[src/hw/rtl/bte_pkg.sv]
// Shared types and constants for the biphase tape waveform encoder.
// No dependencies; imported by every module of the block.
package bte_pkg;

	// Operation codes of an input beat
	typedef enum logic [1:0] {
		OP_START = 2'd0,
		OP_TICK  = 2'd1,
		OP_LOAD  = 2'd2,
		OP_NOP   = 2'd3
	} bte_op_t;

	// Configuration register indexes
	localparam logic [1:0] CFG_HALF_BIT = 2'd0;
	localparam logic [1:0] CFG_LEADER   = 2'd1;
	localparam logic [1:0] CFG_SYNC     = 2'd2;

	localparam int CFG_DATA_W = 16;

	// Register reset values
	localparam logic [7:0]  HALF_BIT_RST = 8'd20;
	localparam logic [15:0] LEADER_RST   = 16'd256;
	localparam logic [7:0]  SYNC_RST     = 8'hE6;

	// Output levels
	localparam logic signed [15:0] LEVEL_HIGH = 16'sh7FFF;
	localparam logic signed [15:0] LEVEL_LOW  = 16'sh8000;

	// Bits per byte on tape
	localparam logic [3:0] BYTE_BITS = 4'd8;

	// Frame phase, one-hot
	typedef enum logic [3:0] {
		PH_IDLE   = 4'b0001,
		PH_LEADER = 4'b0010,
		PH_SYNC   = 4'b0100,
		PH_DATA   = 4'b1000
	} bte_phase_t;

	// Input beat
	typedef struct packed {
		logic [1:0] operation;
		logic [7:0] data_byte;
		logic       last_byte;
	} bte_in_t;

	// Output beat
	typedef struct packed {
		logic signed [15:0] sample;
		logic               sample_valid;
		logic               byte_request;
		logic               done_res;
	} bte_out_t;

	// Classified command between front and back
	typedef struct packed {
		logic       is_start;
		logic       is_tick;
		logic       is_load;
		logic [7:0] data_byte;
		logic       last_byte;
	} bte_cmd_t;

	// Configuration register set
	typedef struct packed {
		logic [7:0]  half_bit_samples;
		logic [15:0] leader_bytes;
		logic [7:0]  sync_byte;
	} bte_cfg_t;

endpackage

[src/hw/rtl/bte_front.sv]
// Front end: accepts input beats, decodes the operation and queues commands.
// Depends on bte_pkg.
module bte_front #(
	parameter int QUEUE_DEPTH = 2
) (
	input  logic              clk,
	input  logic              arst_n,
	input  logic              in_valid,
	output logic              in_stall,
	input  bte_pkg::bte_in_t  in_data,
	output logic              cmd_valid,
	input  logic              cmd_pop,
	output bte_pkg::bte_cmd_t cmd
);
	import bte_pkg::*;

	localparam int PTR_W = (QUEUE_DEPTH > 2) ? $clog2(QUEUE_DEPTH) : 1;
	localparam int CNT_W = $clog2(QUEUE_DEPTH + 1);
	localparam logic [PTR_W-1:0] PTR_LAST = PTR_W'(QUEUE_DEPTH - 1);
	localparam logic [CNT_W-1:0] CNT_FULL = CNT_W'(QUEUE_DEPTH);

	bte_cmd_t         queue_q [QUEUE_DEPTH];
	logic [PTR_W-1:0] wr_ptr_q, rd_ptr_q;
	logic [CNT_W-1:0] count_q;
	bte_cmd_t         dec;
	logic             push;

	// Classify the incoming operation
	always_comb begin
		dec           = '0;
		dec.data_byte = in_data.data_byte;
		dec.last_byte = in_data.last_byte;
		case (bte_op_t'(in_data.operation))
			OP_START: dec.is_start = 1'b1;
			OP_TICK:  dec.is_tick  = 1'b1;
			OP_LOAD:  dec.is_load  = 1'b1;
			default:  ;
		endcase
	end

	assign in_stall  = (count_q == CNT_FULL);
	assign push      = in_valid && !in_stall;
	assign cmd_valid = (count_q != '0);
	assign cmd       = queue_q[rd_ptr_q];

	// Queue storage
	always_ff @(posedge clk) begin
		if (push) begin
			queue_q[wr_ptr_q] <= dec;
		end
	end

	// Queue pointers and fill count
	always_ff @(posedge clk or negedge arst_n) begin
		if (!arst_n) begin
			wr_ptr_q <= '0;
			rd_ptr_q <= '0;
			count_q  <= '0;
		end else begin
			if (push) begin
				wr_ptr_q <= (wr_ptr_q == PTR_LAST) ? '0 : wr_ptr_q + 1'b1;
			end
			if (cmd_pop) begin
				rd_ptr_q <= (rd_ptr_q == PTR_LAST) ? '0 : rd_ptr_q + 1'b1;
			end
			if (push && !cmd_pop) begin
				count_q <= count_q + 1'b1;
			end else if (!push && cmd_pop) begin
				count_q <= count_q - 1'b1;
			end
		end
	end

endmodule

[src/hw/rtl/bte_back.sv]
// Back end: frame sequencer, biphase bit timing and the output register.
// Depends on bte_pkg.
module bte_back (
	input  logic              clk,
	input  logic              arst_n,
	input  bte_pkg::bte_cfg_t cfg,
	input  logic              cmd_valid,
	output logic              cmd_pop,
	input  bte_pkg::bte_cmd_t cmd,
	output logic              out_valid,
	input  logic              out_stall,
	output bte_pkg::bte_out_t out_data
);
	import bte_pkg::*;

	bte_phase_t  phase_q, n_phase;
	logic [15:0] leader_left_q, n_leader_left;
	logic [7:0]  shift_reg_q, n_shift_reg;
	logic [3:0]  bits_left_q, n_bits_left;
	logic        second_half_q, n_second_half;
	logic [7:0]  ticks_left_q, n_ticks_left;
	logic [7:0]  hold_byte_q, n_hold_byte;
	logic        hold_valid_q, n_hold_valid;
	logic        hold_last_q, n_hold_last;
	logic        current_last_q, n_current_last;
	logic [7:0]  half_len;
	bte_out_t    res;
	logic        out_valid_q;
	bte_out_t    out_data_q;

	assign half_len = (cfg.half_bit_samples == '0) ? 8'd1 : cfg.half_bit_samples;

	// Take a command whenever the output register is free or draining
	assign cmd_pop = cmd_valid && (!out_valid_q || !out_stall);

	// Next state and result for the command at the queue head
	always_comb begin
		n_phase        = phase_q;
		n_leader_left  = leader_left_q;
		n_shift_reg    = shift_reg_q;
		n_bits_left    = bits_left_q;
		n_second_half  = second_half_q;
		n_ticks_left   = ticks_left_q;
		n_hold_byte    = hold_byte_q;
		n_hold_valid   = hold_valid_q;
		n_hold_last    = hold_last_q;
		n_current_last = current_last_q;
		res            = '0;

		if (cmd.is_start) begin
			n_hold_valid   = 1'b0;
			n_hold_last    = 1'b0;
			n_current_last = 1'b0;
			n_leader_left  = cfg.leader_bytes;
			n_bits_left    = BYTE_BITS;
			n_second_half  = 1'b0;
			n_ticks_left   = half_len;
			if (cfg.leader_bytes != '0) begin
				n_phase     = PH_LEADER;
				n_shift_reg = '0;
			end else begin
				n_phase     = PH_SYNC;
				n_shift_reg = cfg.sync_byte;
			end
		end else if (cmd.is_load) begin
			n_hold_byte  = cmd.data_byte;
			n_hold_last  = cmd.last_byte;
			n_hold_valid = 1'b1;
		end else if (cmd.is_tick && phase_q != PH_IDLE) begin
			// pull the held byte in when the data phase runs dry
			if (phase_q == PH_DATA && bits_left_q == '0 && hold_valid_q) begin
				n_shift_reg    = hold_byte_q;
				n_bits_left    = BYTE_BITS;
				n_second_half  = 1'b0;
				n_ticks_left   = half_len;
				n_current_last = hold_last_q;
				n_hold_valid   = 1'b0;
			end
			if (n_bits_left != '0) begin
				res.sample       = (n_shift_reg[7] ^ n_second_half) ? LEVEL_HIGH : LEVEL_LOW;
				res.sample_valid = 1'b1;
				if (n_ticks_left <= 8'd1) begin
					n_ticks_left = half_len;
					if (!n_second_half) begin
						n_second_half = 1'b1;
					end else begin
						n_second_half = 1'b0;
						n_shift_reg   = {n_shift_reg[6:0], 1'b0};
						n_bits_left   = n_bits_left - 1'b1;
						// end of byte: advance the frame
						if (n_bits_left == '0) begin
							case (phase_q)
								PH_LEADER: begin
									n_leader_left = leader_left_q - 1'b1;
									n_bits_left   = BYTE_BITS;
									if (n_leader_left != '0) begin
										n_shift_reg = '0;
									end else begin
										n_phase     = PH_SYNC;
										n_shift_reg = cfg.sync_byte;
									end
								end
								PH_SYNC: n_phase = PH_DATA;
								PH_DATA: begin
									if (n_current_last) begin
										n_phase        = PH_IDLE;
										n_current_last = 1'b0;
										res.done_res   = 1'b1;
									end
								end
								default: ;
							endcase
						end
					end
				end else begin
					n_ticks_left = n_ticks_left - 1'b1;
				end
			end
		end

		res.byte_request = (n_phase == PH_DATA) && !n_hold_valid && !n_current_last;
	end

	// Encoder state
	always_ff @(posedge clk or negedge arst_n) begin
		if (!arst_n) begin
			phase_q        <= PH_IDLE;
			leader_left_q  <= '0;
			shift_reg_q    <= '0;
			bits_left_q    <= '0;
			second_half_q  <= 1'b0;
			ticks_left_q   <= '0;
			hold_byte_q    <= '0;
			hold_valid_q   <= 1'b0;
			hold_last_q    <= 1'b0;
			current_last_q <= 1'b0;
		end else if (cmd_pop) begin
			phase_q        <= n_phase;
			leader_left_q  <= n_leader_left;
			shift_reg_q    <= n_shift_reg;
			bits_left_q    <= n_bits_left;
			second_half_q  <= n_second_half;
			ticks_left_q   <= n_ticks_left;
			hold_byte_q    <= n_hold_byte;
			hold_valid_q   <= n_hold_valid;
			hold_last_q    <= n_hold_last;
			current_last_q <= n_current_last;
		end
	end

	// Output register
	always_ff @(posedge clk or negedge arst_n) begin
		if (!arst_n) begin
			out_valid_q <= 1'b0;
		end else if (cmd_pop) begin
			out_valid_q <= 1'b1;
		end else if (!out_stall) begin
			out_valid_q <= 1'b0;
		end
	end

	always_ff @(posedge clk) begin
		if (cmd_pop) begin
			out_data_q <= res;
		end
	end

	assign out_valid = out_valid_q;
	assign out_data  = out_data_q;

endmodule

[src/hw/rtl/biphase_tape_waveform_encoder.sv]
// An accepted input beat passes the command queue, then the output register.
// Throughput: one beat per cycle unless stalled, set by the bte_back encoder update.
// A QUEUE_DEPTH-entry command queue lets input and output stall independently.
// Reset (arst_n low, asynchronous): frame idle, queue empty, output empty,
// registers back to 20 ticks per half bit, 256 leader bytes, sync byte 0xE6.
module biphase_tape_waveform_encoder #(
	parameter int QUEUE_DEPTH = 2
) (
	input  logic                           clk,
	input  logic                           arst_n,
	input  logic                           in_valid,
	output logic                           in_stall,
	input  bte_pkg::bte_in_t               in_data,
	output logic                           out_valid,
	input  logic                           out_stall,
	output bte_pkg::bte_out_t              out_data,
	input  logic                           cfg_we,
	input  logic [1:0]                     cfg_index,
	input  logic [bte_pkg::CFG_DATA_W-1:0] cfg_data
);
	import bte_pkg::*;

	bte_cfg_t cfg_q;
	logic     cmd_valid;
	logic     cmd_pop;
	bte_cmd_t cmd;

	// Configuration registers
	always_ff @(posedge clk or negedge arst_n) begin
		if (!arst_n) begin
			cfg_q.half_bit_samples <= HALF_BIT_RST;
			cfg_q.leader_bytes     <= LEADER_RST;
			cfg_q.sync_byte        <= SYNC_RST;
		end else if (cfg_we) begin
			case (cfg_index)
				CFG_HALF_BIT: cfg_q.half_bit_samples <= cfg_data[7:0];
				CFG_LEADER:   cfg_q.leader_bytes     <= cfg_data;
				CFG_SYNC:     cfg_q.sync_byte        <= cfg_data[7:0];
				default:      ;
			endcase
		end
	end

	bte_front #(
		.QUEUE_DEPTH (QUEUE_DEPTH)
	) u_front (
		.clk       (clk),
		.arst_n    (arst_n),
		.in_valid  (in_valid),
		.in_stall  (in_stall),
		.in_data   (in_data),
		.cmd_valid (cmd_valid),
		.cmd_pop   (cmd_pop),
		.cmd       (cmd)
	);

	bte_back u_back (
		.clk       (clk),
		.arst_n    (arst_n),
		.cfg       (cfg_q),
		.cmd_valid (cmd_valid),
		.cmd_pop   (cmd_pop),
		.cmd       (cmd),
		.out_valid (out_valid),
		.out_stall (out_stall),
		.out_data  (out_data)
	);

endmodule

[config.mk]
export PLATFORM = sky130hd
export DESIGN_NAME = biphase_tape_waveform_encoder
export DESIGN_NICKNAME = d
export VERILOG_FILES = /design/src/hw/rtl/bte_pkg.sv /design/src/hw/rtl/bte_front.sv /design/src/hw/rtl/bte_back.sv /design/src/hw/rtl/biphase_tape_waveform_encoder.sv
export SDC_FILE = /design/constraint.sdc
export NUM_CORES = 1
export LEC_CHECK = 0
export BUFFER_PORTS_ARGS = -buffer_cell sky130_fd_sc_hd__buf_2
export CORE_MARGIN = 3
export CORE_UTILIZATION = 60
export CTS_CLUSTER_SIZE = 24
export DETAILED_ROUTE_END_ITERATION = 10
export GPL_ROUTABILITY_DRIVEN = 0
export GPL_TIMING_DRIVEN = 0
export PLACE_DENSITY = 0.84
export SYNTH_ARGS = -nofsm -noshare
export SYNTH_HDL_FRONTEND = slang
export SYNTH_SLANG_ARGS = --single-unit
[constraint.sdc]
create_clock -name clk -period 8.62 [get_ports clk]
set_clock_uncertainty 0.15 [all_clocks]
set_input_delay 1.293 -clock clk [delete_from_list [all_inputs] [get_ports clk]]
set_output_delay 1.293 -clock clk [all_outputs]
set_load 0.03 [all_outputs]
Word level (Yosys, flattened, before mapping)
Memories as Yosys holds them, arrays and structs flattened.
Cells that the tools add are included.
{"block": "totals", "out_inout_bits": 21, "ramBits": 24, "rom_bits": 0, "n_memories": 1, "register_bits": 108, "latchBits": 0, "wordCells": 191, "in_bits": 34}
{"memory": "u_front.queue_q", "depth": 2, "width": 12, "rd": 1, "rd_clocked_by_memory_dff": 0, "wr": 1, "line": "bte_front.sv:22", "source": "bte_cmd_t queue_q [QUEUE_DEPTH];"}
{"block": "op_classes", "reduce_logical": 44, "shift": 0, "magnitude_cmp": 1, "muxes": 97, "n_eq_ne": 12, "add_sub_neg": 7, "bitwise_logic": 8, "mul": 0, "div_mod_pow": 0}
{"op": "2-to-1 mux 8 bit", "n": 24}
{"op": "2-to-1 mux 16 bit", "n": 9}
{"op": "2-to-1 mux 4 bit", "n": 21}
{"op": "2-to-1 mux 1 bit", "n": 39}
{"op": "nonzero test 16 bit", "n": 2}
{"op": "nonzero test 2 bit", "n": 9}
{"op": "subtractor 16 x 1 -> 16 bit, second input constant", "n": 1}
{"op": "one-hot mux 4 bit (3 select lines)", "n": 1}
{"op": "logical AND 1 bit", "n": 9}
{"op": "== test 4 bit, second input constant", "n": 2}
{"op": "less-or-equal comparator 8 x 1 -> 1 bit, second input constant", "n": 1}
{"op": "zero test 4 bit", "n": 2}
{"op": "zero test 8 bit", "n": 1}
{"op": "AND reduction 2 bit", "n": 4}
{"op": "AND reduction 8 bit", "n": 1}
{"op": "OR reduction 8 bit", "n": 1}
{"op": "subtractor 8 x 1 -> 8 bit, second input constant", "n": 1}
{"op": "zero test 1 bit", "n": 7}
{"op": "inverter 1 bit", "n": 7}
{"op": "== test 2 bit, second input constant", "n": 3}
{"op": "AND reduction 3 bit", "n": 2}
{"op": "== test 2 x 1 -> 1 bit, second input constant", "n": 2}
{"op": "== test 4 x 2 -> 1 bit, second input constant", "n": 1}
{"op": "== test 4 x 3 -> 1 bit, second input constant", "n": 1}
{"op": "other kinds (14)", "n": 18}

Logic depth before layout (Yosys ltp)
Gate-level depths: netlist (run 1).
{"block": "depth", "depth_word": 19, "ltp_mapped": 15, "ltp_nobuf": 13}

Hierarchy
Synthesis (run 1) repeated with hierarchy kept, for this count alone.
{"block": "hier_totals", "cells_unflattened": 644, "hier_area_um2": 6612.6}
{"mod": "bte_back", "area_per_inst_um2": 4265.3, "cells_each": 517, "instances": 1, "seq_area_each_um2": 1477.7}
{"mod": "biphase_tape_waveform_encoder", "area_per_inst_um2": 1232.4, "cells_each": 68, "instances": 1, "seq_area_each_um2": 810.8}
{"mod": "bte_front", "area_per_inst_um2": 1114.8, "cells_each": 59, "instances": 1, "seq_area_each_um2": 820.8}

Least setup slack after synthesis (run 1)
Ideal clock, no wire load.
{"block": "synth_timing", "kind": "reg2reg", "startpoint": "register u_back.phase_q[2]", "endpoint": "register u_back.out_data_q (netlist bit u_back.out_data[1]) (data pin)", "period_less_slack_ps": 4120, "t_arrival_ps": 3824, "path_stages_with_launch": 16, "t_required_ps": 8324, "setup_time_ps": 146, "path_slack_ps": 4500, "n_path_buf": 5, "cell_sequence": "dfrtp_1 -> buf_6 -> nor4b_2 -> nand3_1 -> buf_2 -> clkbuf_1 -> clkbuf_1 -> mux2i_1 -> ha_1 -> clkbuf_1 -> or2_2 -> and3_1 -> nand3_1 -> or3_1 -> or4_1 -> a21oi_1"}
{"item": "start, declared", "line": "bte_back.sv:16", "source": "bte_phase_t phase_q, n_phase;"}
{"item": "start signal, assigned", "line": "bte_back.sv:138", "source": "phase_q <= n_phase;"}
{"item": "end signal, assigned", "line": "bte_back.sv:164", "source": "out_data_q <= res;"}
{"item": "end, declared", "line": "bte_back.sv:29", "source": "bte_out_t out_data_q;"}

Final worst setup path (run 1)
{"block": "layout_timing", "startpoint": "register u_back.bits_left_q[2]", "endpoint": "register u_back.shift_reg_q[0]"}
{"block": "layout_via", "elab_chain_len": 16, "word_cells_on_any_way": 30, "classes_between": "add/sub: 1; order compare: 1; mux: 23; reduce/logical: 5"}
{"item": "start, declared", "line": "bte_back.sv:19", "source": "logic [3:0] bits_left_q, n_bits_left;"}
{"item": "start signal, assigned", "line": "bte_back.sv:141", "source": "bits_left_q <= n_bits_left;"}
{"item": "zero test 4 bit", "line": "bte_back.sv:71", "source": "if (phase_q == PH_DATA && bits_left_q == '0 && hold_valid_q) begin"}
{"item": "logical AND 1 bit (2 in series)", "line": "bte_back.sv:71"}
{"item": "2-to-1 mux 4 bit", "line": "bte_back.sv:71"}
{"item": "2-to-1 mux 4 bit", "line": "bte_back.sv:69", "source": "end else if (cmd.is_tick && phase_q != PH_IDLE) begin"}
{"item": "2-to-1 mux 4 bit", "line": "bte_back.sv:65", "source": "end else if (cmd.is_load) begin"}
{"item": "2-to-1 mux 4 bit", "line": "bte_back.sv:50", "source": "if (cmd.is_start) begin"}
{"item": "subtractor 4 x 1 -> 4 bit", "line": "bte_back.sv:89", "source": "n_bits_left = n_bits_left - 1'b1;"}
{"item": "zero test 4 bit", "line": "bte_back.sv:91", "source": "if (n_bits_left == '0) begin"}
{"item": "2-to-1 mux 8 bit", "line": "bte_back.sv:91"}
{"item": "2-to-1 mux 8 bit", "line": "bte_back.sv:84", "source": "if (!n_second_half) begin"}
{"item": "2-to-1 mux 8 bit", "line": "bte_back.sv:82", "source": "if (n_ticks_left <= 8'd1) begin"}
{"item": "2-to-1 mux 8 bit (*)", "line": "bte_back.sv:79", "source": "if (n_bits_left != '0) begin"}
{"item": "2-to-1 mux 8 bit (*)", "line": "bte_back.sv:69"}
{"item": "2-to-1 mux 8 bit (*)", "line": "bte_back.sv:65"}
{"item": "2-to-1 mux 8 bit (*)", "line": "bte_back.sv:50"}
{"item": "end signal, assigned", "line": "bte_back.sv:140", "source": "shift_reg_q <= n_shift_reg;"}
{"item": "end, declared", "line": "bte_back.sv:18", "source": "logic [7:0] shift_reg_q, n_shift_reg;"}
Every way passes the cells marked *; elsewhere a longest branch is shown, timed or not. The select of a mux whose other input is x is not followed.
A chain may end at the register's enable or synchronous reset.

==> results of run 1 <==
==> layout make-up <==
cell class              count  area [µm²]
multi-input cells         482        3196
flip-flops and latches    118        3109
fillers                   711        2851
clock buffers              20       466.7
repair buffers             55       300.3
plain buffers              50       257.7
well taps                 136       170.2
clock inverters            12       116.4
inverters                  11       41.29
==> power by group through the flow <==
stage / Sequential [mW] / Clock [mW] / Combinational (mW)
after floorplan: 0.890 / 0 / 0.749
after global placement: 0.903 / 0 / 0.974
after detailed placement: 0.917 / 0 / 1.02
after CTS: 0.912 / 0.686 / 1.03
after global routing: 0.938 / 0.713 / 1.14
final: 0.919 / 0.680 / 1.06
==> path summary, 6_finish.rpt <==
check                                              to  slack [ps]  depth (start not counted)
worst max register to register  u_back.shift_reg_q[0]        3190                         14
min in group asynchronous       u_back.bits_left_q[0]         510                          1
max in group asynchronous                    cfg_q[2]        7130                          2
worst max-delay path            u_back.shift_reg_q[0]        3190                         14
worst min-delay path                 u_front.wr_ptr_q         350                          1
worst min register to register       u_front.wr_ptr_q         350                          1
==> cells in the final DEF, fill, tap and decap left out, types with 5 or more instances in the layout <==
cell,Yosys,final
sky130_fd_sc_hd__o221ai_1,6,6
sky130_fd_sc_hd__o22a_1,11,11
sky130_fd_sc_hd__o21ai_0,30,30
sky130_fd_sc_hd__a221oi_1,5,5
sky130_fd_sc_hd__xnor2_1,8,8
sky130_fd_sc_hd__or3_1,8,8
sky130_fd_sc_hd__nor2_1,70,70
sky130_fd_sc_hd__xor2_1,5,5
sky130_fd_sc_hd__buf_2,4,57
sky130_fd_sc_hd__dfrtp_1,80,80
sky130_fd_sc_hd__mux2_2,39,39
sky130_fd_sc_hd__edfxtp_1,29,29
sky130_fd_sc_hd__ha_1,5,5
sky130_fd_sc_hd__a21oi_1,36,36
sky130_fd_sc_hd__buf_4,15,16
sky130_fd_sc_hd__mux2i_1,15,15
sky130_fd_sc_hd__clkbuf_1,28,28
sky130_fd_sc_hd__clkbuf_16,0,17
sky130_fd_sc_hd__nand2_1,60,60
sky130_fd_sc_hd__a41oi_1,5,5
sky130_fd_sc_hd__inv_1,10,10
sky130_fd_sc_hd__a211oi_1,11,11
sky130_fd_sc_hd__nor4_1,15,15
sky130_fd_sc_hd__nand4_1,8,8
sky130_fd_sc_hd__dfstp_2,9,9
sky130_fd_sc_hd__a21boi_0,5,5
sky130_fd_sc_hd__nand3_1,16,16
sky130_fd_sc_hd__nor3_1,17,17
sky130_fd_sc_hd__a31oi_1,11,11
sky130_fd_sc_hd__and3_1,7,7
==> layer usage <==
| layer | GRT usage | routed length (µm) | vias up |
|---|---|---|---|
| met5 | 0 | 0 | - |
| met4 | 0.1396 | 642 | 0 |
| met3 | 0.1097 | 2178 | 66 |
| met2 | 0.4725 | 8421 | 427 |
| met1 | 0.3862 | 7152 | 2838 |
| li1 | - | - | 2634 |
==> critical path, cell delays in order (launching register included) <==
cell and delay [ps]:
sky130_fd_sc_hd__dfrtp_1 480, sky130_fd_sc_hd__nor4_2 660, sky130_fd_sc_hd__nand3_1 250, sky130_fd_sc_hd__buf_2 290
sky130_fd_sc_hd__clkbuf_1 330, sky130_fd_sc_hd__clkbuf_1 350, sky130_fd_sc_hd__mux2i_1 280, sky130_fd_sc_hd__ha_1 190
sky130_fd_sc_hd__clkbuf_1 310, sky130_fd_sc_hd__or2_2 240, sky130_fd_sc_hd__nand4_1 390, sky130_fd_sc_hd__a221oi_1 910
sky130_fd_sc_hd__nor2b_1 100, sky130_fd_sc_hd__a221oi_1 220, sky130_fd_sc_hd__o21ai_0 140
==> logic make-up after synthesis <==
group | after synthesis | share of synthesized area
adder cells (fa/ha/maj) | 5 | 0.009473
XOR/XNOR | 13 | 0.01724
flip-flops | 118 | 0.4708
buffers and inverters | 61 | 0.04528
AO/OA/AOI/OAI | 168 | 0.1772
AND/OR/NAND/NOR | 242 | 0.1908
multiplexers | 54 | 0.08924
==> sequential cells by signal, summed over array words and instances (netlist names) <==
register	cells
u_back.second_half_q	1
u_back.ticks_left_q	8
u_back.shift_reg_q	8
u_front.count_q	2
u_back.phase_q	4
u_back.hold_valid_q	1
cfg_q	32
u_back.out_valid	1
u_back.current_last_q	1
u_back.leader_left_q	16
u_back.out_data	5
u_front.queue_q	24
u_back.hold_last_q	1
u_back.bits_left_q	4
u_front.wr_ptr_q	1
u_front.rd_ptr_q	1
u_back.hold_byte_q	8
==> reports/metrics.csv, run 1 <==
stage,metric,value,unit
run_status,run status,"finished, final reports clean",
placement,setup slack after placement,3433,ps
sta,post-route fraction of the period consumed by the critical path,0.6296,
sta,number of pins exceeding their max-slew limit in the final report,0,
synth,synthesized net count,700,
sta,PnR worst setup slack,3193,ps
clocking,total clock sinks,118,
placement,placed wire-length estimate,12.61,mm
global_route,"Remaining Overflow, GRT",0,
clocking,"Gates resized, CTS repair",0,
sta,sum of negative setup slack,0,ps
sta,Max Fclk,184.2,MHz
power,LEAKAGE,3.078,nW
worst_setup_path,startpoint type of the worst setup path,flip-flop,
global_route,number of antenna violations at the first check in global routing,0,
floorplan,die boundary height,110.9,µm
synth,fraction of synthesis flops using an asynchronous set or reset pin,0.7542,
clocking,number of post-CTS setup repair buffers,0,
placement,placed cell count,852,
clocking,clock-pin slew on the worst setup and hold paths,60,ps
worst_setup_path,data required time at the worst endpoint,8860,ps
synth,post-synthesis instance area,6604,µm²
routing,detailed-route wire length per cell,20.81,µm
worst_setup_path,maximum net fanout on the critical path,10,
global_route,GR Util All Layers,0.3059,
power,PwrDens,347.3,nW/µm²
floorplan,die outline width,110.9,µm
clocking,cell at the root of the clock tree,sky130_fd_sc_hd__clkbuf_8,
routing,number of violations reported at the end of detailed-routing iteration 0,834,
worst_setup_path,startpoint of the most critical register-to-register path,u_back.bits_left_q[2],
layout,number of nets at the end of the flow,774,
routing,total number of vias,5965,
power,combinational power share,0.399,
power,Sw Pwr,1.090,mW
routing,vias per inst,6.748,
min_path,critical hold path startpoint,u_front.wr_ptr_q,
clocking,CTS tree,built,
synth,number of register bits inferred by synthesis,118,
synth,Post-synth EDFFs,29,
synth,cell accounting for the most synthesized area,sky130_fd_sc_hd__dfrtp_1,
power,relative contribution of the clock network to total power,0.256,
power,internal power,1.570,mW
floorplan,initial cell density of the core,0.6284,
routing,detailed-route wire length,18.40,mm
sta,"Hold Violations, Final",0,
clocking,CTS buffer count,17,
floorplan,IO Count,55,
flow_run,maxcap violations,0,
synth,Synth warnings,0,
layout,area growth from synthesis to final layout,15.95,%
synth,count of different cell masters after synthesis,77,
clocking,number of levels in the clock H-tree,4,
synth,area share of the largest cell type after synthesis,0.3031,
worst_setup_path,crit path kind,flip-flop to flip-flop,
sta,Worst Hold Margin,352.7,ps
layout,n_diodes,0,
layout,post-route standard cell area excluding fillers,7657,µm²
sta,worst slew slack as a fraction of its limit,0.1834,
sta,clock period minus final worst setup slack,5427,ps
synth,top post-synthesis cells by area,"sky130_fd_sc_hd__dfrtp_1 30%, sky130_fd_sc_hd__edfxtp_1 13%, sky130_fd_sc_hd__mux2_2 6.7%",
clocking,clock latency on the worst-skew pair,530,ps
power,sequential cell fraction of total power,0.346,
layout,ratio of cells with drive above 1 in the final layout,0.2340,
synth,"Avg Cell Area, Syn",9.991,µm²
floorplan,Core Footprint,10510,µm²
floorplan,area enclosed by the die boundary,12300,µm²
placement,quantity of I/O buffers inserted on ports,54,
synth,top_reg_cell synth,sky130_fd_sc_hd__dfrtp_1,
synth,Synth Instances,661,
power,Worst IR Drop VDD,0.2436,mV
layout,Final Core Density,0.7287,
synth,fraction of the yosys area taken by sequential cells,0.4708,
global_route,vias in the first global route,6055,
routing,number of nets still failing antenna checks after routing,0,
layout,Finished Layout Cells,884,
floorplan,standard-cell row count,37,
synth,most repeated cell in the gate-level netlist after synthesis,sky130_fd_sc_hd__dfrtp_1,
routing,number of iterations in the first detailed-routing pass,8,
sta,setup repair after global routing missed its margin,no,
global_route,global-route wire length before repair,30.24,mm
worst_setup_path,critical path data arrival time,5670,ps
clocking,hold_buf cts,0,
worst_setup_path,sort of element at the end of the critical path,flip-flop,
sta,total setup violations reported at the end of the flow,0,
min_path,worst hold path type,flip-flop to flip-flop,
worst_setup_path,origin of the worst setup path,u_back.bits_left_q[2],
routing,DRC viols,0,
placement,total cell area at the placement stage,7074,µm²
power,sw frac,0.4098,
sta,Worst Max-Slew Pin Slew,1222,ps
power,total power of the final layout,2.660,mW
clocking,maximum root-to-sink buffer count,2,
global_route,maximum number of pins on one net before global-route repair,68,
synth,most frequent cells after synthesis,"80 x sky130_fd_sc_hd__dfrtp_1, 70 x sky130_fd_sc_hd__nor2_1, 60 x sky130_fd_sc_hd__nand2_1",
(Power assumes the default switching activity.)
==> run 2: changes to the inputs <==
- clock period: 8.62 -> 5.3 ns (I/O delays scaled with it)
==> reports/metrics.csv, run 2 (synthesized netlist as in run 1, its figures left out) <==
stage,metric,value,unit,change
flow_run,maxcap violations,0,,unchanged
power,LEAKAGE,3.085,nW,was 3.078 nW
worst_setup_path,cell type of the slowest stage on the worst timing path,sky130_fd_sc_hd__a211oi_1,,was sky130_fd_sc_hd__a221oi_1
worst_setup_path,sort of element at the end of the critical path,flip-flop,,unchanged
sta,sum of negative setup slack,0,ps,unchanged
layout,Reg with most FFs,cfg_q,,unchanged
floorplan,die outline width,110.9,µm,unchanged
worst_setup_path,family of cells with the greatest summed delay on the critical path,simple AND/OR/NAND/NOR gates,,unchanged
sta,post-route fraction of the period consumed by the critical path,0.9205,,was 0.6296
layout,most used cells in the layout excluding fill and tap cells,"80 x sky130_fd_sc_hd__dfrtp_1, 70 x sky130_fd_sc_hd__nor2_1, 60 x sky130_fd_sc_hd__nand2_1, 57 x sky130_fd_sc_hd__buf_2, 39 x sky130_fd_sc_hd__mux2_2",,unchanged
clocking,CTS buffer count,17,,unchanged
floorplan,Core Footprint,10510,µm²,unchanged
routing,DRC viols,0,,unchanged
worst_setup_path,Crit path depth,13,,was 14
layout,number of nets at the end of the flow,773,,was 774
routing,number of violations reported at the end of detailed-routing iteration 0,926,,was 834
worst_setup_path,capture instance of the worst register-to-register path,u_back.shift_reg_q[4],,was u_back.shift_reg_q[0]
placement,total cell area at the placement stage,7074,µm²,unchanged
clocking,hold_buf cts,0,,unchanged
worst_setup_path,number of cells traversed by the worst register-to-register path,13,,was 14
floorplan,standard-cell row count,37,,unchanged
layout,n_diodes,0,,unchanged
power,PwrDens,563.9,nW/µm²,was 347.3 nW/µm²
clocking,number of levels in the clock H-tree,4,,unchanged
worst_setup_path,"slowest stage delay, CP",650,ps,was 910 ps
worst_setup_path,startpoint of the most critical register-to-register path,u_back.bits_left_q[2],,unchanged
layout,"most common cell after layout, fill and taps aside",sky130_fd_sc_hd__dfrtp_1,,unchanged
global_route,vias in the first global route,6055,,unchanged
global_route,global-route wire length before repair,30.24,mm,unchanged
sta,setup repair after global routing missed its margin,no,,unchanged
routing,vias per inst,6.778,,was 6.748
sta,Worst Max-Slew Pin Slew,1207,ps,was 1222 ps
worst_setup_path,series of cell instances along the critical path,"nor4_4, nand3_1, buf_2, clkbuf_1, mux2i_1, ha_1, clkbuf_1, or2_2, nand4_1, a211oi_1, o21ai_0, nor2_1, a211oi_1",,"was nor4_2, nand3_1, buf_2, clkbuf_1, clkbuf_1, mux2i_1, ha_1, clkbuf_1, or2_2, nand4_1, a221oi_1, nor2b_1, a221oi_1, o21ai_0"
run_status,run status,"finished, final reports clean",,unchanged
worst_setup_path,combined buffer and inverter count along the critical path,3,,was 4
clocking,maximum root-to-sink buffer count,2,,unchanged
placement,placed wire-length estimate,12.61,mm,unchanged
sta,number of pins exceeding their max-slew limit in the final report,0,,unchanged
routing,detailed-route wire length,18.39,mm,was 18.40 mm
power,Worst IR Drop VDD,0.3969,mV,was 0.2436 mV
floorplan,die boundary height,110.9,µm,unchanged
clocking,total clock sinks,118,,unchanged
sta,"Hold Violations, Final",0,,unchanged
floorplan,IO Count,55,,unchanged
layout,area growth from synthesis to final layout,16.62,%,was 15.95%
clocking,clock-pin slew on the worst setup and hold paths,60,ps,about the same
layout,max reg flops,32,,unchanged
routing,number of nets still failing antenna checks after routing,0,,unchanged
global_route,number of antenna violations at the first check in global routing,0,,unchanged
global_route,"Remaining Overflow, GRT",0,,unchanged
sta,clock period minus final worst setup slack,4879,ps,was 5427 ps
worst_setup_path,origin of the worst setup path,u_back.bits_left_q[2],,unchanged
clocking,cell at the root of the clock tree,sky130_fd_sc_hd__clkbuf_8,,unchanged
worst_setup_path,R2R setup slack,420,ps,was 3190 ps
worst_setup_path,data required time at the worst endpoint,5540,ps,was 8860 ps
floorplan,initial cell density of the core,0.6284,,unchanged
routing,detailed-route wire length per cell,20.82,µm,was 20.81 µm
layout,post-route standard cell area excluding fillers,7701,µm²,was 7657 µm²
worst_setup_path,critical path data arrival time,5120,ps,was 5670 ps
worst_setup_path,Critical Path Sink,u_back.shift_reg_q[4],,was u_back.shift_reg_q[0]
routing,total number of vias,5985,,was 5965
min_path,worst hold path type,primary input to async pin,,was flip-flop to flip-flop
layout,Sequential cell area,3109,µm²,unchanged
floorplan,area enclosed by the die boundary,12300,µm²,unchanged
global_route,GR Util All Layers,0.3059,,unchanged
clocking,clock latency on the worst-skew pair,530,ps,about the same
global_route,maximum number of pins on one net before global-route repair,68,,unchanged
sta,total setup violations reported at the end of the flow,0,,unchanged
worst_setup_path,startpoint type of the worst setup path,flip-flop,,unchanged
worst_setup_path,crit path kind,flip-flop to flip-flop,,unchanged
sta,Max Fclk,205.0,MHz,was 184.2 MHz
layout,# fillers,703,,was 711
clocking,CTS tree,built,,unchanged
placement,quantity of I/O buffers inserted on ports,54,,unchanged
sta,worst slew slack as a fraction of its limit,0.1937,,was 0.1834
routing,number of iterations in the first detailed-routing pass,8,,unchanged
layout,ratio of cells with drive above 1 in the final layout,0.2383,,was 0.2340
layout,Largest regs,"cfg_q (32), u_front.queue_q (24), u_back.leader_left_q (16)",,unchanged
layout,multi-input gate area in the final layout,3243,µm²,was 3196 µm²
worst_setup_path,maximum net fanout on the critical path,19,,was 10
[run 2: changes by cell type in the layout (fill, tap and decap cells not counted)]
cell | before | now
sky130_fd_sc_hd__clkbuf_1 | 28 | 27
sky130_fd_sc_hd__nor4_2 | 2 | 3
sky130_fd_sc_hd__nor4_4 | 0 | 1
sky130_fd_sc_hd__nor4b_2 | 1 | 0
sky130_fd_sc_hd__nor4b_4 | 2 | 3
sky130_fd_sc_hd__a221oi_4 | 0 | 1
sky130_fd_sc_hd__nor4_1 | 15 | 13
sky130_fd_sc_hd__a221oi_1 | 5 | 4
[run 2: timing repair]
item                       4_1_cts  5_1_grt
setup endpoints to repair        0       17
hold endpoints to repair         0        0
setup buffers                    0        0
resized for setup                0        6
[run 2: area by class of cell]
class | instances | area share
Buffer | 49 | 0.03298
Multi-Input combinational cell | 482 | 0.4211
Inverter | 11 | 0.005361
Timing Repair Buffer | 55 | 0.03899
Sequential cell | 118 | 0.4037
Clock buffer | 20 | 0.06060
Clock inverter | 12 | 0.01511
Tap cell | 136 | 0.02210
[run 2: routing by layer]
layer	vias up	track usage	wire, µm
met5	-	0	0
met4	0	0.1396	624
met3	77	0.1097	2163
met2	461	0.4725	8513
met1	2819	0.3862	7084
li1	2628	-	-
[run 2: where the power goes]
group	internal [mW]	switching [mW]
Sequential	1.23	0.263
Combinational	0.646	1.09
Clock	0.679	0.430
Total	2.56	1.78
[run 2: how the worst min path moves through the flow]
stage                       endpoint  slack (ps)  depth (start not counted)
6_report       u_back.bits_left_q[0]           8                          1
5_1_grt        u_back.bits_left_q[0]          20                          1
2_1_floorplan       u_front.wr_ptr_q         310                          1
3_3_place_gp        u_front.wr_ptr_q         330                          1
3_5_place_dp        u_front.wr_ptr_q         340                          1
4_1_cts        u_back.bits_left_q[0]          10                          1
[run 2: stage by stage]
stage,setup WS (ps),power (mW),hold WS [ps],util,instances
6_report,421.4,4.342,7.623,0.7328,883
5_1_grt,319.0,4.557,23.07,0.7328,883
4_1_cts,43.75,4.276,13.81,0.7287,884
3_5_place_dp,113.3,3.147,343.1,0.6732,852
3_3_place_gp,131.4,3.053,326.0,0.6703,851
2_1_floorplan,1180,2.666,310.8,-,661
